<file path="src/text_mode_console_writer_assert.svh">
// Assertion macros for the text mode console writer.
`ifndef TEXT_MODE_CONSOLE_WRITER_ASSERT_SVH
`define TEXT_MODE_CONSOLE_WRITER_ASSERT_SVH

`ifndef SYNTHESIS
// Same-cycle implication, checked on every rising clock edge outside reset.
`define TMCW_ASSERT_IMPL(label, ante, cons) \
    label: assert property (@(posedge i_clk) disable iff (!i_rst_n) (ante) |-> (cons)) \
        else $error("tmcw assertion failed");
// Next-cycle implication.
`define TMCW_ASSERT_NEXT(label, ante, cons) \
    label: assert property (@(posedge i_clk) disable iff (!i_rst_n) (ante) |=> (cons)) \
        else $error("tmcw assertion failed");
`else
`define TMCW_ASSERT_IMPL(label, ante, cons)
`define TMCW_ASSERT_NEXT(label, ante, cons)
`endif

`endif

</file>
<file path="src/tmcw_pkg.sv">
// Shared types and constants of the text mode console writer.
package tmcw_pkg;

    // Field widths that cover the whole supported screen geometry
    localparam int MAX_ADDR_W = 13;
    localparam int MAX_COL_W  = 7;
    localparam int MAX_ROW_W  = 6;
    localparam int CELL_W     = 16;

    localparam logic [CELL_W-1:0] BLANK_CELL = 16'h0F20;

    // Item modes
    localparam logic [1:0] MODE_PUT   = 2'd0;
    localparam logic [1:0] MODE_CLEAR = 2'd1;
    localparam logic [1:0] MODE_READ  = 2'd2;

    // Character codes
    localparam logic [7:0] CH_BS    = 8'h08;
    localparam logic [7:0] CH_TAB   = 8'h09;
    localparam logic [7:0] CH_LF    = 8'h0A;
    localparam logic [7:0] CH_CR    = 8'h0D;
    localparam logic [7:0] CH_SPACE = 8'h20;

    // Back end operations
    localparam logic [1:0] OP_MOVE  = 2'd0;
    localparam logic [1:0] OP_CLEAR = 2'd1;
    localparam logic [1:0] OP_READ  = 2'd2;

    // Command queue geometry
    localparam int QUEUE_DEPTH = 2;
    localparam int QUEUE_PTR_W = 1;

    // One classified command from the front end
    typedef struct packed {
        logic [1:0]            op;
        logic                  wr;      // write data at addr
        logic                  scroll;  // scroll the screen after the write
        logic                  rd_ok;   // read index in range
        logic [MAX_ADDR_W-1:0] addr;
        logic [CELL_W-1:0]     data;
        logic [MAX_COL_W-1:0]  col;     // cursor after the word
        logic [MAX_ROW_W-1:0]  row;
    } t_cmd;

    typedef struct packed {
        logic full;
        logic empty;
    } t_queue_status;

    typedef struct packed {
        logic init_busy;
    } t_back_status;

endpackage

</file>
<file path="src/tmcw_cmd_fifo.sv">
// Short command queue between the front end and the back end.
module tmcw_cmd_fifo
    import tmcw_pkg::*;
(
    input  logic          i_clk,
    input  logic          i_rst_n,
    input  logic          i_push,
    input  t_cmd          i_data,
    input  logic          i_pop,
    output t_cmd          o_head,
    output t_queue_status o_status
);

    localparam int CNT_W = $clog2(QUEUE_DEPTH + 1);

    t_cmd                   r_buf [QUEUE_DEPTH];
    logic [QUEUE_PTR_W-1:0] r_wptr, r_rptr;
    logic [CNT_W-1:0]       r_count;
    logic                   do_push, do_pop;

    assign o_status.full  = (r_count == CNT_W'(QUEUE_DEPTH));
    assign o_status.empty = (r_count == '0);
    assign do_push        = i_push && !o_status.full;
    assign do_pop         = i_pop && !o_status.empty;
    assign o_head         = r_buf[r_rptr];

    // Storage
    always_ff @(posedge i_clk) begin
        if (do_push) begin
            r_buf[r_wptr] <= i_data;
        end
    end

    // Pointers and fill count
    always_ff @(posedge i_clk) begin
        if (!i_rst_n) begin
            r_wptr  <= '0;
            r_rptr  <= '0;
            r_count <= '0;
        end else begin
            if (do_push) begin
                r_wptr <= r_wptr + QUEUE_PTR_W'(1);
            end
            if (do_pop) begin
                r_rptr <= r_rptr + QUEUE_PTR_W'(1);
            end
            if (do_push && !do_pop) begin
                r_count <= r_count + CNT_W'(1);
            end else if (do_pop && !do_push) begin
                r_count <= r_count - CNT_W'(1);
            end
        end
    end

endmodule

</file>
<file path="config.mk">
export PLATFORM = sky130hd
export DESIGN_NAME = tmcw_cmd_fifo
export DESIGN_NICKNAME = d
export VERILOG_FILES = /design/src/text_mode_console_writer_assert.svh /design/src/tmcw_pkg.sv /design/src/tmcw_cmd_fifo.sv
export SDC_FILE = /design/constraint.sdc
export NUM_CORES = 1
export LEC_CHECK = 0
export ABC_AREA = 1
export BUFFER_PORTS_ARGS = -buffer_cell sky130_fd_sc_hd__clkbuf_2
export CAP_MARGIN = 40
export CORE_ASPECT_RATIO = 0.7
export CORE_MARGIN = 3
export CORE_UTILIZATION = 50
export CTS_CLUSTER_SIZE = 10
export DETAILED_ROUTE_END_ITERATION = 8
export PLACE_DENSITY = 0.76
export SLEW_MARGIN = 25
export SYNTH_ARGS = -nofsm -noshare
export SYNTH_HDL_FRONTEND = slang
export SYNTH_SLANG_ARGS = --single-unit
</file>
<file path="constraint.sdc">
create_clock -name i_clk -period 3.76 [get_ports i_clk]
set_clock_uncertainty 0.15 [all_clocks]
set_input_delay 0.188 -clock i_clk [delete_from_list [all_inputs] [get_ports i_clk]]
set_output_delay 0.188 -clock i_clk [all_outputs]
set_load 0.005 [all_outputs]
</file>
* After elaboration in Yosys (flattened, before gate mapping)
Memories as Yosys holds them, arrays and structs flattened. A register that Yosys moved wholly into a read port is not among the register bits. Index checks and enable logic that the tools add are counted.
Storage, ports and cells: register bits after elaboration 4, bits in writable memories 94, input bits 51, output and inout port bits 49, logic and storage cells 25, memories 1
Operators by class: add/subtract/negate cells 4, eq/ne operators 1, muxes and demuxes 6, reduce and logical (&&, ||, !) cells 10
Memory list:
- r_buf | depth 2, width 47, rd ports 1, clocked after Yosys merged registers in 1, write ports 1, RTL line tmcw_cmd_fifo.sv:16 | t_cmd r_buf [QUEUE_DEPTH];
Operator list (number):
- 1-bit logical AND | 4
- 1-bit logical NOT | 4
- 1-bit two-way mux | 4
- 2-bit two-way mux | 2
- 1-bit adder (second input constant) | 2
- 2-bit by 1-bit adder with 2-bit output (second input constant) | 1
- 2-bit equality test (second input constant) | 1
- 2-bit logical NOT | 1
- 2-bit nonzero test | 1
- 2-bit by 1-bit subtractor with 2-bit output (second input constant) | 1

* Logic depth before layout (Yosys ltp)
depth in word-level cells 7, mapped depth 10

* Worst setup path before layout
Ideal clock, no wire load.
path kind register to register, start reg r_count[0], end mem r_buf[0][0] (netlist name) (enable), arrival time 2.452 ns, slack 0.706 ns, cell stages (with the launch flop) 3, clock period less this slack 3.054 ns, cells stage by stage dfxtp_1 o21ai_2 nor2_1
On the way: cells in the longest elaborated chain, start to end 5
RTL lines:
- start, declared | RTL line tmcw_cmd_fifo.sv:18 | logic [CNT_W-1:0] r_count;
- start signal, assigned | RTL line tmcw_cmd_fifo.sv:48 | r_count <= r_count + CNT_W'(1);
- start signal, assigned | RTL line tmcw_cmd_fifo.sv:50 | r_count <= r_count - CNT_W'(1);
- 2-bit equality test | RTL line tmcw_cmd_fifo.sv:21 | assign o_status.full = (r_count == CNT_W'(QUEUE_DEPTH));
- 1-bit logical NOT | RTL line tmcw_cmd_fifo.sv:23 | assign do_push = i_push && !o_status.full;
- 1-bit logical AND | RTL line tmcw_cmd_fifo.sv:23
- 1-bit two-way mux | RTL line tmcw_cmd_fifo.sv:29 | if (do_push) begin
- 1-bit two-way mux (not written as such) | RTL line tmcw_cmd_fifo.sv:30 | r_buf[r_wptr] <= i_data;
- end, declared | RTL line tmcw_cmd_fifo.sv:16
No other way between the ends.

==> results by group <==
Logic synthesis
  • Seq/Total Area, Yosys: 77.7%
  • Post-Syn Instances: 184
  • Synthesized flop and latch total: 99
  • Yosys warns: 0
  • Synth cell types: 15
  • Synthesized area: 3760 um^2
  • Syn Area/Cell: 20.4 um^2
  • Synthesized net count: 236

Timing
  • Min Hold Slack: 0.122 ns
  • RSZ-0062 raised after global routing: no
  • Setup tns final: 0 ns
  • Final number of hold-violating endpoints: 0
  • Final critical-path required period: 2.21 ns
  • Worst setup margin: 1.55 ns
  • Slew Limit Headroom: 70.2%
  • Tcrit/Tclk final: 58.9%
  • FMAX: 0.452 GHz
  • Max-slew violations: 0
  • Slew of the pin with the lowest slew margin: 0.446 ns
  • Setup Viol. Count Final: 0

Critical path
  • CP arrival: 1.88 ns
  • CP Buf/Inv Count: 2
  • Worst Reg2Reg Path Length in Cells: 4
  • CP max stage delay: 0.60 ns
  • Worst path top cell family by delay: flip-flops
  • Crit path max fanout: 20
  • RR Endpoint: r_buf[0][14]
  • Setup CP Type: reg2out
  • Worst setup SP type: flip-flop
  • RR Startpoint: r_count[0]
  • Worst path slowest cell: dfxtp_2
  • Required time worst endpoint: 3.42 ns
  • Crit path cell chain: buf_4 > mux2_2 > clkbuf_2
  • Setup crit end kind: primary output
  • Reg2reg setup slack: 1.90 ns

Drt
  • DR WL/cell: 15.4 um
  • Avg Vias per Cell: 4.82
  • Vias: 2,125
  • Residual DRC: 0
  • Post-Route WL: 6.80 mm
  • DRT iter0 DRCs: 93
  • Antenna Nets Post-Route: 0
  • Initial DRT Pass Iterations: 4

Finish
  • Antenna cells: 0
  • Commonest non-fill, non-tap cell in the layout: clkbuf_2
  • Layout net count: 395
  • Fraction of layout cells with a size suffix above 1: 48.7%
  • Storage cell area: 2920 um^2
  • Post-Layout Cell Count: 441
  • Most frequent cells in the layout: clkbuf_2, edfxtp_1, dlygate4sd3_1, mux2_4, mux2_2
  • Area Overhead vs Synth: 35.6%
  • Area taken by multi-input logic gates: 768 um^2
  • FILL cells: 444

Clocking
  • Clock Sinks: 99
  • CTS Buf Count: 9
  • Clk buf depth: 2
  • Clock root buffer: clkbuf_8
  • Clock slew seen by the registers of the worst setup and hold paths: 0.08 ns
  • Worst skew pair latency: 0.34 ns
  • CTS tree: built
  • H-tree levels: 3

Die
  • Die Y: 78.6 um
  • Number of top-level pins: 100
  • Row Count: 25
  • Die ar.: 8610 um^2
  • Die Wd: 110 um
  • Initial Utilization: 53.7%
  • Core area: 7010 um^2

Worst hold path
  • HP Start: i_pop
  • Hold Path Depth: 5
  • HP Class: in2reg

Global route
  • Largest net degree at the start of global routing: 29
  • Initial antenna violation count: 0
  • Grt met1 use: 21.1%
  • Vias in the first global route: 2,232
  • Grt ovf: 0
  • First-pass GRT wire length: 10.9 mm
  • Met3 Usage GRT: 7.07%
  • Met2 GRT Util: 28.7%
  • GRT Max-Usage Layer: met2
  • GRT Total Usage: 17.3%

Pwr
  • Peak supply drop: 0.402 mV
  • Power Density: 570 nW/um^2
  • Cell leakage power: 2.04 nW

Place
  • Pre-CTS setup slack: 1.63 ns
  • Placed cell count: 376
  • Port bufs: 99
  • HPWL after DPL: 4.26 mm
  • GP Congestion: 0.804

Run status
  • Status: finished, final reports clean

Run
  • Max cap viols: 0
## cells in the mapped netlist
cell,number,area [um^2]
edfxtp_1,94,2820
mux2_4,30,450
mux2_2,17,191
nor2_1,11,41.3
inv_1,9,33.8
nand2_1,6,22.5
dfxtp_1,5,100
buf_6,4,45.0
o21ai_0,2,10.0
a21oi_1,1,5.00
buf_2,1,5.00
ha_1,1,12.5
nand3_1,1,5.00
nand4_1,1,6.26
o21ai_2,1,8.76
## flip-flops by register name, indices dropped and copies added (netlist names), named ones only
signal,cells
r_count,2
r_rptr,1
r_wptr,1
r_buf,94
## layer usage
layer	share of wire, %	routed length, um
met1	43	2920
met4	1.0	70
met5	0	0
met3	7.2	491
met2	49	3330
## cells by family after synthesis
| logic type | share of synthesized area, % |
|---|---|
| AOI/OAI and AO/OA | 0.632 |
| adders and majority gates | 0.333 |
| buffers and inverters | 2.23 |
| DFF | 77.7 |
| muxes | 17.1 |
| and+or+nand+nor | 2.00 |
## metrics by stage
stage	cell area [um^2]	utilization, %	power [mW]
4_1_cts	5060	72.2	2.91
3_3_place_gp	4370	62.4	2.16
6_report	5100	72.8	2.91
3_5_place_dp	4370	62.4	2.18
2_1_floorplan	3760	-	1.92
5_1_grt	5100	72.8	3.06
## final cells by class
| class | count | area share [%] |
|---|---|---|
| well taps | 94 | 2.31 |
| clock inverters | 5 | 1.55 |
| repair buffers | 153 | 20.6 |
| flip-flops and latches | 99 | 57.3 |
| multi-input cells | 71 | 15.1 |
| clock buffers | 10 | 2.50 |
| inverters | 9 | 0.663 |
## worst min-delay path, cell delays in order
cell and delay (ns):
clkbuf_2 0.08, inv_1 0.04, nor2_1 0.09, nor2_1 0.13
nor2_1 0.06
## power by group
group	total [mW]	switching [mW]	internal, mW
logic	0.756	0.346	0.410
registers	1.46	0.0657	1.39
clock network	0.692	0.323	0.369
total	2.91	0.735	2.17
## worst max path at each step
| stage | startpoint | to | slack, ns | cells past startpoint |
|---|---|---|---|---|
| 2_1_floorplan | r_count[0] | r_buf[0][0] | 0.71 | 2 |
| 3_3_place_gp | r_count[0] | r_buf[0][23] | 1.67 | 3 |
| 3_5_place_dp | r_count[0] | r_buf[1][36] | 1.63 | 3 |
| 4_1_cts | flip-flop | o_head[45] | 1.50 | 3 |
| 5_1_grt | flip-flop | o_head[25] | 1.40 | 3 |
| 6_report | flip-flop | o_head[45] | 1.55 | 3 |
## what timing repair did
action	in CTS	in global routing
resized for setup	0	0
setup buffers	0	0
hold endpoints to repair	99	0
hold buffers	48	0
(Power assumes the default switching activity.)
