<file path="config.mk">
export PLATFORM = sky130hd
export DESIGN_NAME = tmcw_front
export DESIGN_NICKNAME = d
export VERILOG_FILES = /design/src/text_mode_console_writer_assert.svh /design/src/tmcw_pkg.sv /design/src/tmcw_front.sv
export SDC_FILE = /design/constraint.sdc
export NUM_CORES = 1
export LEC_CHECK = 0
export BUFFER_PORTS_ARGS = -buffer_cell sky130_fd_sc_hd__clkbuf_2
export CAP_MARGIN = 20
export CORE_MARGIN = 8
export CORE_UTILIZATION = 30
export CTS_CLUSTER_SIZE = 16
export DETAILED_ROUTE_END_ITERATION = 6
export PLACE_DENSITY = 0.52
export SYNTH_ARGS = -nofsm -noshare
export SYNTH_HDL_FRONTEND = slang
export SYNTH_SLANG_ARGS = --single-unit
</file>
<file path="constraint.sdc">
create_clock -name i_clk -period 3.7 [get_ports i_clk]
set_input_delay 0.185 -clock i_clk [delete_from_list [all_inputs] [get_ports i_clk]]
set_output_delay 0.185 -clock i_clk [all_outputs]
set_load 0.03 [all_outputs]
</file>
<file path="src/text_mode_console_writer_assert.svh">
// Assertion macros for the text mode console writer.
`ifndef TEXT_MODE_CONSOLE_WRITER_ASSERT_SVH
`define TEXT_MODE_CONSOLE_WRITER_ASSERT_SVH

`ifndef SYNTHESIS
// Same-cycle implication, checked on every rising clock edge outside reset.
`define TMCW_ASSERT_IMPL(label, ante, cons) \
    label: assert property (@(posedge i_clk) disable iff (!i_rst_n) (ante) |-> (cons)) \
        else $error("tmcw assertion failed");
// Next-cycle implication.
`define TMCW_ASSERT_NEXT(label, ante, cons) \
    label: assert property (@(posedge i_clk) disable iff (!i_rst_n) (ante) |=> (cons)) \
        else $error("tmcw assertion failed");
`else
`define TMCW_ASSERT_IMPL(label, ante, cons)
`define TMCW_ASSERT_NEXT(label, ante, cons)
`endif

`endif

</file>
<file path="src/tmcw_pkg.sv">
// Shared types and constants of the text mode console writer.
package tmcw_pkg;

    // Field widths that cover the whole supported screen geometry
    localparam int MAX_ADDR_W = 13;
    localparam int MAX_COL_W  = 7;
    localparam int MAX_ROW_W  = 6;
    localparam int CELL_W     = 16;

    localparam logic [CELL_W-1:0] BLANK_CELL = 16'h0F20;

    // Item modes
    localparam logic [1:0] MODE_PUT   = 2'd0;
    localparam logic [1:0] MODE_CLEAR = 2'd1;
    localparam logic [1:0] MODE_READ  = 2'd2;

    // Character codes
    localparam logic [7:0] CH_BS    = 8'h08;
    localparam logic [7:0] CH_TAB   = 8'h09;
    localparam logic [7:0] CH_LF    = 8'h0A;
    localparam logic [7:0] CH_CR    = 8'h0D;
    localparam logic [7:0] CH_SPACE = 8'h20;

    // Back end operations
    localparam logic [1:0] OP_MOVE  = 2'd0;
    localparam logic [1:0] OP_CLEAR = 2'd1;
    localparam logic [1:0] OP_READ  = 2'd2;

    // Command queue geometry
    localparam int QUEUE_DEPTH = 2;
    localparam int QUEUE_PTR_W = 1;

    // One classified command from the front end
    typedef struct packed {
        logic [1:0]            op;
        logic                  wr;      // write data at addr
        logic                  scroll;  // scroll the screen after the write
        logic                  rd_ok;   // read index in range
        logic [MAX_ADDR_W-1:0] addr;
        logic [CELL_W-1:0]     data;
        logic [MAX_COL_W-1:0]  col;     // cursor after the word
        logic [MAX_ROW_W-1:0]  row;
    } t_cmd;

    typedef struct packed {
        logic full;
        logic empty;
    } t_queue_status;

    typedef struct packed {
        logic init_busy;
    } t_back_status;

endpackage

</file>
<file path="src/tmcw_front.sv">
// Front end: accepts words, moves the cursor and classifies each word.
module tmcw_front
    import tmcw_pkg::*;
#(
    parameter int COLUMNS  = 80,
    parameter int ROWS     = 25,
    parameter int TAB_STOP = 8
) (
    input  logic        i_clk,
    input  logic        i_rst_n,
    input  logic        i_accept,
    input  logic [1:0]  i_mode,
    input  logic [7:0]  i_char_code,
    input  logic [3:0]  i_back_color,
    input  logic [3:0]  i_fore_color,
    input  logic [10:0] i_read_index,
    output logic        o_push,
    output t_cmd        o_cmd
);

    localparam int CELLS  = COLUMNS * ROWS;
    localparam int COL_W  = $clog2(COLUMNS);
    localparam int COL_TW = $clog2(COLUMNS + TAB_STOP);
    localparam int ROW_W  = (ROWS > 1) ? $clog2(ROWS) : 1;
    localparam int ROW_TW = $clog2(ROWS + 1);
    localparam int PH_W   = $clog2(TAB_STOP);

    // Cursor, plus column modulo the tab stop so tabs need no divider
    logic [COL_W-1:0] r_col, n_col;
    logic [ROW_W-1:0] r_row, n_row;
    logic [PH_W-1:0]  r_phase, n_phase;

    logic [COL_TW-1:0] col_t;
    logic [ROW_TW-1:0] row_t;
    t_cmd              cmd;

    // Cursor movement and command build
    always_comb begin
        col_t      = COL_TW'(r_col);
        row_t      = ROW_TW'(r_row);
        n_phase    = r_phase;
        cmd.op     = OP_MOVE;
        cmd.wr     = 1'b0;
        cmd.scroll = 1'b0;
        cmd.rd_ok  = 1'b0;
        cmd.addr   = MAX_ADDR_W'(r_row) * MAX_ADDR_W'(COLUMNS) + MAX_ADDR_W'(r_col);
        cmd.data   = {i_back_color, i_fore_color, i_char_code};

        unique case (i_mode)
            MODE_PUT: begin
                case (i_char_code)
                    CH_BS: begin
                        if (r_col != '0) begin
                            col_t   = col_t - COL_TW'(1);
                            n_phase = (r_phase == '0) ? PH_W'(TAB_STOP - 1)
                                                      : r_phase - PH_W'(1);
                        end
                    end
                    CH_TAB: begin
                        col_t   = col_t + (COL_TW'(TAB_STOP) - COL_TW'(r_phase));
                        n_phase = '0;
                    end
                    CH_CR: begin
                        col_t   = '0;
                        n_phase = '0;
                    end
                    CH_LF: begin
                        col_t   = '0;
                        n_phase = '0;
                        row_t   = row_t + ROW_TW'(1);
                    end
                    default: begin
                        // printable 0x20..0x7F; high bytes do nothing
                        if (i_char_code >= CH_SPACE && !i_char_code[7]) begin
                            cmd.wr  = 1'b1;
                            col_t   = col_t + COL_TW'(1);
                            n_phase = (r_phase == PH_W'(TAB_STOP - 1)) ? '0
                                                                       : r_phase + PH_W'(1);
                        end
                    end
                endcase
                // wrap past the last column
                if (col_t >= COL_TW'(COLUMNS)) begin
                    col_t   = '0;
                    n_phase = '0;
                    row_t   = row_t + ROW_TW'(1);
                end
                // scroll past the last row
                if (row_t >= ROW_TW'(ROWS)) begin
                    cmd.scroll = 1'b1;
                    row_t      = ROW_TW'(ROWS - 1);
                end
            end
            MODE_CLEAR: begin
                cmd.op  = OP_CLEAR;
                col_t   = '0;
                row_t   = '0;
                n_phase = '0;
            end
            MODE_READ: begin
                cmd.op    = OP_READ;
                cmd.addr  = MAX_ADDR_W'(i_read_index);
                cmd.rd_ok = ((MAX_ADDR_W + 1)'(i_read_index) < (MAX_ADDR_W + 1)'(CELLS));
            end
            default: begin
                cmd.op = OP_MOVE;
            end
        endcase

        n_col   = col_t[COL_W-1:0];
        n_row   = row_t[ROW_W-1:0];
        cmd.col = MAX_COL_W'(n_col);
        cmd.row = MAX_ROW_W'(n_row);
    end

    // Cursor registers
    always_ff @(posedge i_clk) begin
        if (!i_rst_n) begin
            r_col   <= '0;
            r_row   <= '0;
            r_phase <= '0;
        end else if (i_accept) begin
            r_col   <= n_col;
            r_row   <= n_row;
            r_phase <= n_phase;
        end
    end

    assign o_push = i_accept;
    assign o_cmd  = cmd;

endmodule

</file>
# [Word level (Yosys, flattened, before mapping)]
# Cells that the tools add are included.
[classes] n_shift=0 n_bitwise=0 div_mod_pow=0 addsub=9 muxes=25 eq_ne=9 n_reduce_logical=10 magnitude_cmp=4 multipliers=1
[op_table] op="$eq A8 B4 Y1 const B" n=4
[op_table] op="$mux W7" n=4
[op_table] op="$mux W5" n=5
[op_table] op="$pmux W7 S3" n=1
[op_table] op="$mux W3" n=5
[op_table] op="$mux W14" n=1
[op_table] op="$pmux W7 S2" n=1
[op_table] op="$add A12 B7 Y13" n=1
[op_table] op="$pmux W3 S2" n=2
[op_table] op="$lt A11 B11 Y1 const B" n=1
[op_table] op="$add A5 B1 Y5 const B" n=2
[op_table] op="$pmux W5 S2" n=1
[op_table] op="$ge A8 B6 Y1 const B" n=1
[op_table] op="$mul A5 B3 Y8 const B" n=1
[op_table] op="$add A7 B1 Y7 const B" n=1
[op_table] op="$add A7 B7 Y7" n=1
[op_table] op="$ge A7 B7 Y1 const B" n=1
[op_table] op="$reduce_bool A7 Y1" n=1
[op_table] op="$sub A7 B1 Y7 const B" n=1
[op_table] op="$ge A5 B5 Y1 const B" n=1
[op_table] op="$ne A5 B4 Y1 const B" n=1
[op_table] op="$sub A4 B3 Y5 const A" n=1
[op_table] op="$ne A4 B4 Y1 const B" n=1
[op_table] op="$pmux W2 S2" n=1
[op_table] op="other kinds (16)" n=18
[word_totals] out_inout_bits=48 romBits=0 register_bits=15 input_bits=32 elab_cells=61 n_memories=0 latch_bits=0 ramBits=0

# [Longest topological paths before layout]
[depth] ltp_word=11 depth_mapped=13 depth_no_buf=12

# [Least setup slack after synthesis]
# Ideal clock, no wire load.
[synth_path] path_kind="flip-flop to output port" start="register r_phase[0]" end="output port o_cmd[1] in the netlist's numbering" stages_incl_launch_ff=13 arrival_time_ps=3281 setup_slack_ps=234 path_buffers=0 required_ps=3515 path_cell_list="dfxtp_1 -> inv_1 -> ha_1 -> inv_1 -> fa_1 -> nand2b_1 -> a21oi_1 -> a21boi_0 -> o32a_1 -> o21ai_2 -> a31o_1 -> o21ai_4 -> o31ai_1"
[synth_rtl] item="start: declaration" line_no="tmcw_front.sv:31" text="logic [PH_W-1:0] r_phase, n_phase;"
[synth_rtl] item="start signal: assignment" line_no="tmcw_front.sv:125" text="r_phase <= n_phase;"
[synth_rtl] item="end: declaration" line_no="tmcw_front.sv:18" text="output t_cmd o_cmd"

==> results.toml <==
[pwr]
p_per_area_nw_per_um2 = 156
irDropWorstVdd_v = 0.000118
power_leakage_nw = 1.31

[synth]
synthCells = 335
synth_edf_count = 0
yosysUniqueCellTypes = 69
ys_dominant_reg_cell = "dfxtp_1"
ys_ff_latch = 15
synthArstFlopShare = 0
synth.yosys.seq_area_share = 0.119
avgSynthCellArea_sq_um = 7.50
synth_area_sq_um = 2510
ys_warn_count = 0

[timing]
setup_tns_ns = 0
skew_ns = 0.00555
fmax_mhz = 284
fin_crit_sh = 0.953
worst_pin_slew_ns = 0.571
maxSlewHeadroom = 0.616
slew_viol_final = 0
rsz0062_at_grt = "no"
min_period_ns = 3.53
finalHoldViolCount = 0
finalSetupViolCount = 0

[floorplanning]
initial_core_util = 0.307
ios = 80
fp.dieH_microns = 108
die_area_sq_um = 11600
die_w_microns = 108
num_rows = 33
core_sq_um = 8180

[setup_path]
crit-reg2reg-capture = "r_col[1]$_SDFFE_PN0P_"
cp_num_cells = 13
crit_fanout = 9
worstSetupStartpointType = "flip-flop"
crit_path_end = "o_cmd[2]"
worstSetupPathType = "flip-flop to output pin"
r2r-start = "r_col[0]$_SDFFE_PN0P_"
crit_chain = "inv_1, ha_1, inv_1, fa_1, nand2b_1, a21oi_2, a21boi_0, o32a_1, o21ai_4, a31o_1, o21ai_4, o41ai_2, buf_2"
cp_slowest_cell = "fa_1"
crit_family = "compound AO/OA/AOI/OAI gates"
cp-end-kind = "output pin"
critPathBufInv = 3
worst_r2r_path_depth = 11
rrSetupSlack_ns = 0.66
critPathArrivalTime_ns = 3.34
crit_required_ns = 3.51
cp-startpoint = "r_phase[0]$_SDFFE_PN0P_"
crit_path_max_incr_delay_ns = 0.42

[placed_design]
placed_cell_area_sq_um = 2760
io_buffers = 61
hpwlAfterDp_mm = 6.16
dpl.cell_count = 470
gp_congestion = 0.868

[cells_and_area]
fin_nets = 427
layout_common_cells = "58 x clkbuf_2, 33 x nor2_1, 28 x nand2_1"
final_cells = 474
layout_commonest_cell = "clkbuf_2"
n_antenna_cell = 0
drive_gt1_frac = 0.238
utilization = 0.345
area_delta_synth_final_pct = 12.1
n_fill_cell = 917
final_area_sq_um = 2820

[grt]
grt_pass1_wl_mm = 12.5
grt-ovfl-total = 0
track_usage = 0.131
grt_pass1_vias = 2498
antenna_found_initial = 0
grt_max_degree = 21

[drt]
dr.first_iter.drc_count = 121
wl_mm = 7.61
wire_per_inst_microns = 16.0
ant_nets = 0
viasPerCell = 5.35
drc_errors = 0
drtPass1Iterations = 4
routed-via-count = 2537

[clock_tree]
h-tree-depth = 1
cts_tree = "built"
cts_sinks = 15
clockRootBuffer = "clkbuf_8"
cts_buffers = 3
clock_path_buffers = 2
clkTransAtPathRegs_ns = 0.06
insertion_delay_ns = 0.25

[flow_run]
drv_cap = 0

[run_status]
status = "finished clean"

[worst_hold_path]
hp-class = "input pin to flip-flop"
whs_path_depth = 2
per-stage QoR:
stage | worst slack (ns) | power (mW) | hold slack (ns)
2_1_floorplan | 0.234 | 0.283 | 0.307
3_3_place_gp | 0.312 | 0.302 | 0.370
3_5_place_dp | 0.229 | 0.303 | 0.370
4_1_cts | 0.0144 | 0.442 | 0.177
5_1_grt | 0.0293 | 0.463 | 0.186
6_report | 0.174 | 0.440 | 0.169
per-layer routing:
layer	up-vias	wire length [microns]	track usage
li1	1259	-	-
met4	0	76	0.0307
met2	86	3150	0.201
met1	1186	3820	0.184
met3	6	552	0.0228
met5	-	0	0
flip-flops by register name, summed over array words and instances (netlist names):
register and cells:
r_row 5, r_col 7, r_phase 3
cell type report:
type	instances	area, sq um	share of cell area
sequential	15	302	0.107
clock buffer	4	45.0	0.0160
multi-input combinational	263	1910	0.679
timing repair buffer	67	353	0.125
tap	105	131	0.0466
inverter	20	75.1	0.0266
report_power, final:
group / switching, mW / leakage [nW] / internal (mW)
clock: 0.0636 / 0.0228 / 0.0764
sequential: 0.00140 / 0.121 / 0.163
combinational: 0.0941 / 1.17 / 0.0416
worst min path at each step:
| stage | start | end |
|---|---|---|
| 3_3_place_gp | i_fore_color[2] | o_cmd[23] |
| 3_5_place_dp | i_fore_color[2] | o_cmd[23] |
| 4_1_cts | i_rst_n | r_col[1]$_SDFFE_PN0P_ |
| 6_report | i_rst_n | r_col[1]$_SDFFE_PN0P_ |
| 5_1_grt | i_rst_n | r_col[1]$_SDFFE_PN0P_ |
| 2_1_floorplan | i_rst_n | r_col[1]$_SDFFE_PN0P_ |
kinds of logic (layout without fill, tap and decap cells):
logic type / Yosys count / count (layout) / synth area share
fa+ha+maj: 25 / 25 / 0.133
flops: 15 / 15 / 0.119
simple gates: 122 / 122 / 0.256
other cells: 1 / 2 / 0.00149
buf+inv: 58 / 91 / 0.125
mux: 4 / 4 / 0.0159
compound gates: 89 / 89 / 0.275
xor+xnor: 21 / 21 / 0.0732
Yosys cell counts (2+ instances only):
cell type / number / area share
nor2_1: 33 / 0.049
nand2_1: 28 / 0.042
ha_1: 22 / 0.11
inv_1: 20 / 0.030
buf_4: 19 / 0.057
o21ai_0: 18 / 0.036
dfxtp_1: 15 / 0.12
clkbuf_1: 13 / 0.019
a21oi_1: 12 / 0.024
xnor2_1: 12 / 0.042
a22o_1: 11 / 0.038
nand3_1: 11 / 0.022
xor2_1: 9 / 0.031
a32oi_1: 7 / 0.024
nand4_1: 7 / 0.017
nor3_1: 7 / 0.014
nor2b_1: 5 / 0.012
and2_1: 4 / 0.010
and3_1: 4 / 0.010
mux2i_1: 4 / 0.016
nand2b_1: 4 / 0.010
a21o_1: 3 / 0.0090
buf_6: 3 / 0.013
fa_1: 3 / 0.024
nor3b_1: 3 / 0.0090
o31ai_1: 3 / 0.0090
a211o_1: 2 / 0.0070
a211oi_1: 2 / 0.0060
a22oi_1: 2 / 0.0060
a311oi_1: 2 / 0.0070
a31oi_1: 2 / 0.0050
clkbuf_2: 2 / 0.0040
nand2_4: 2 / 0.0090
nor4_1: 2 / 0.0050
nor4b_1: 2 / 0.0070
o21bai_1: 2 / 0.0060
o22ai_1: 2 / 0.0050
or3_1: 2 / 0.0050
what timing repair did:
action,in CTS,in global routing
setup endpoints to repair,2,7
resized for setup,1,7
setup buffers,0,0
hold buffers,0,0
(Power assumes the default switching activity.)
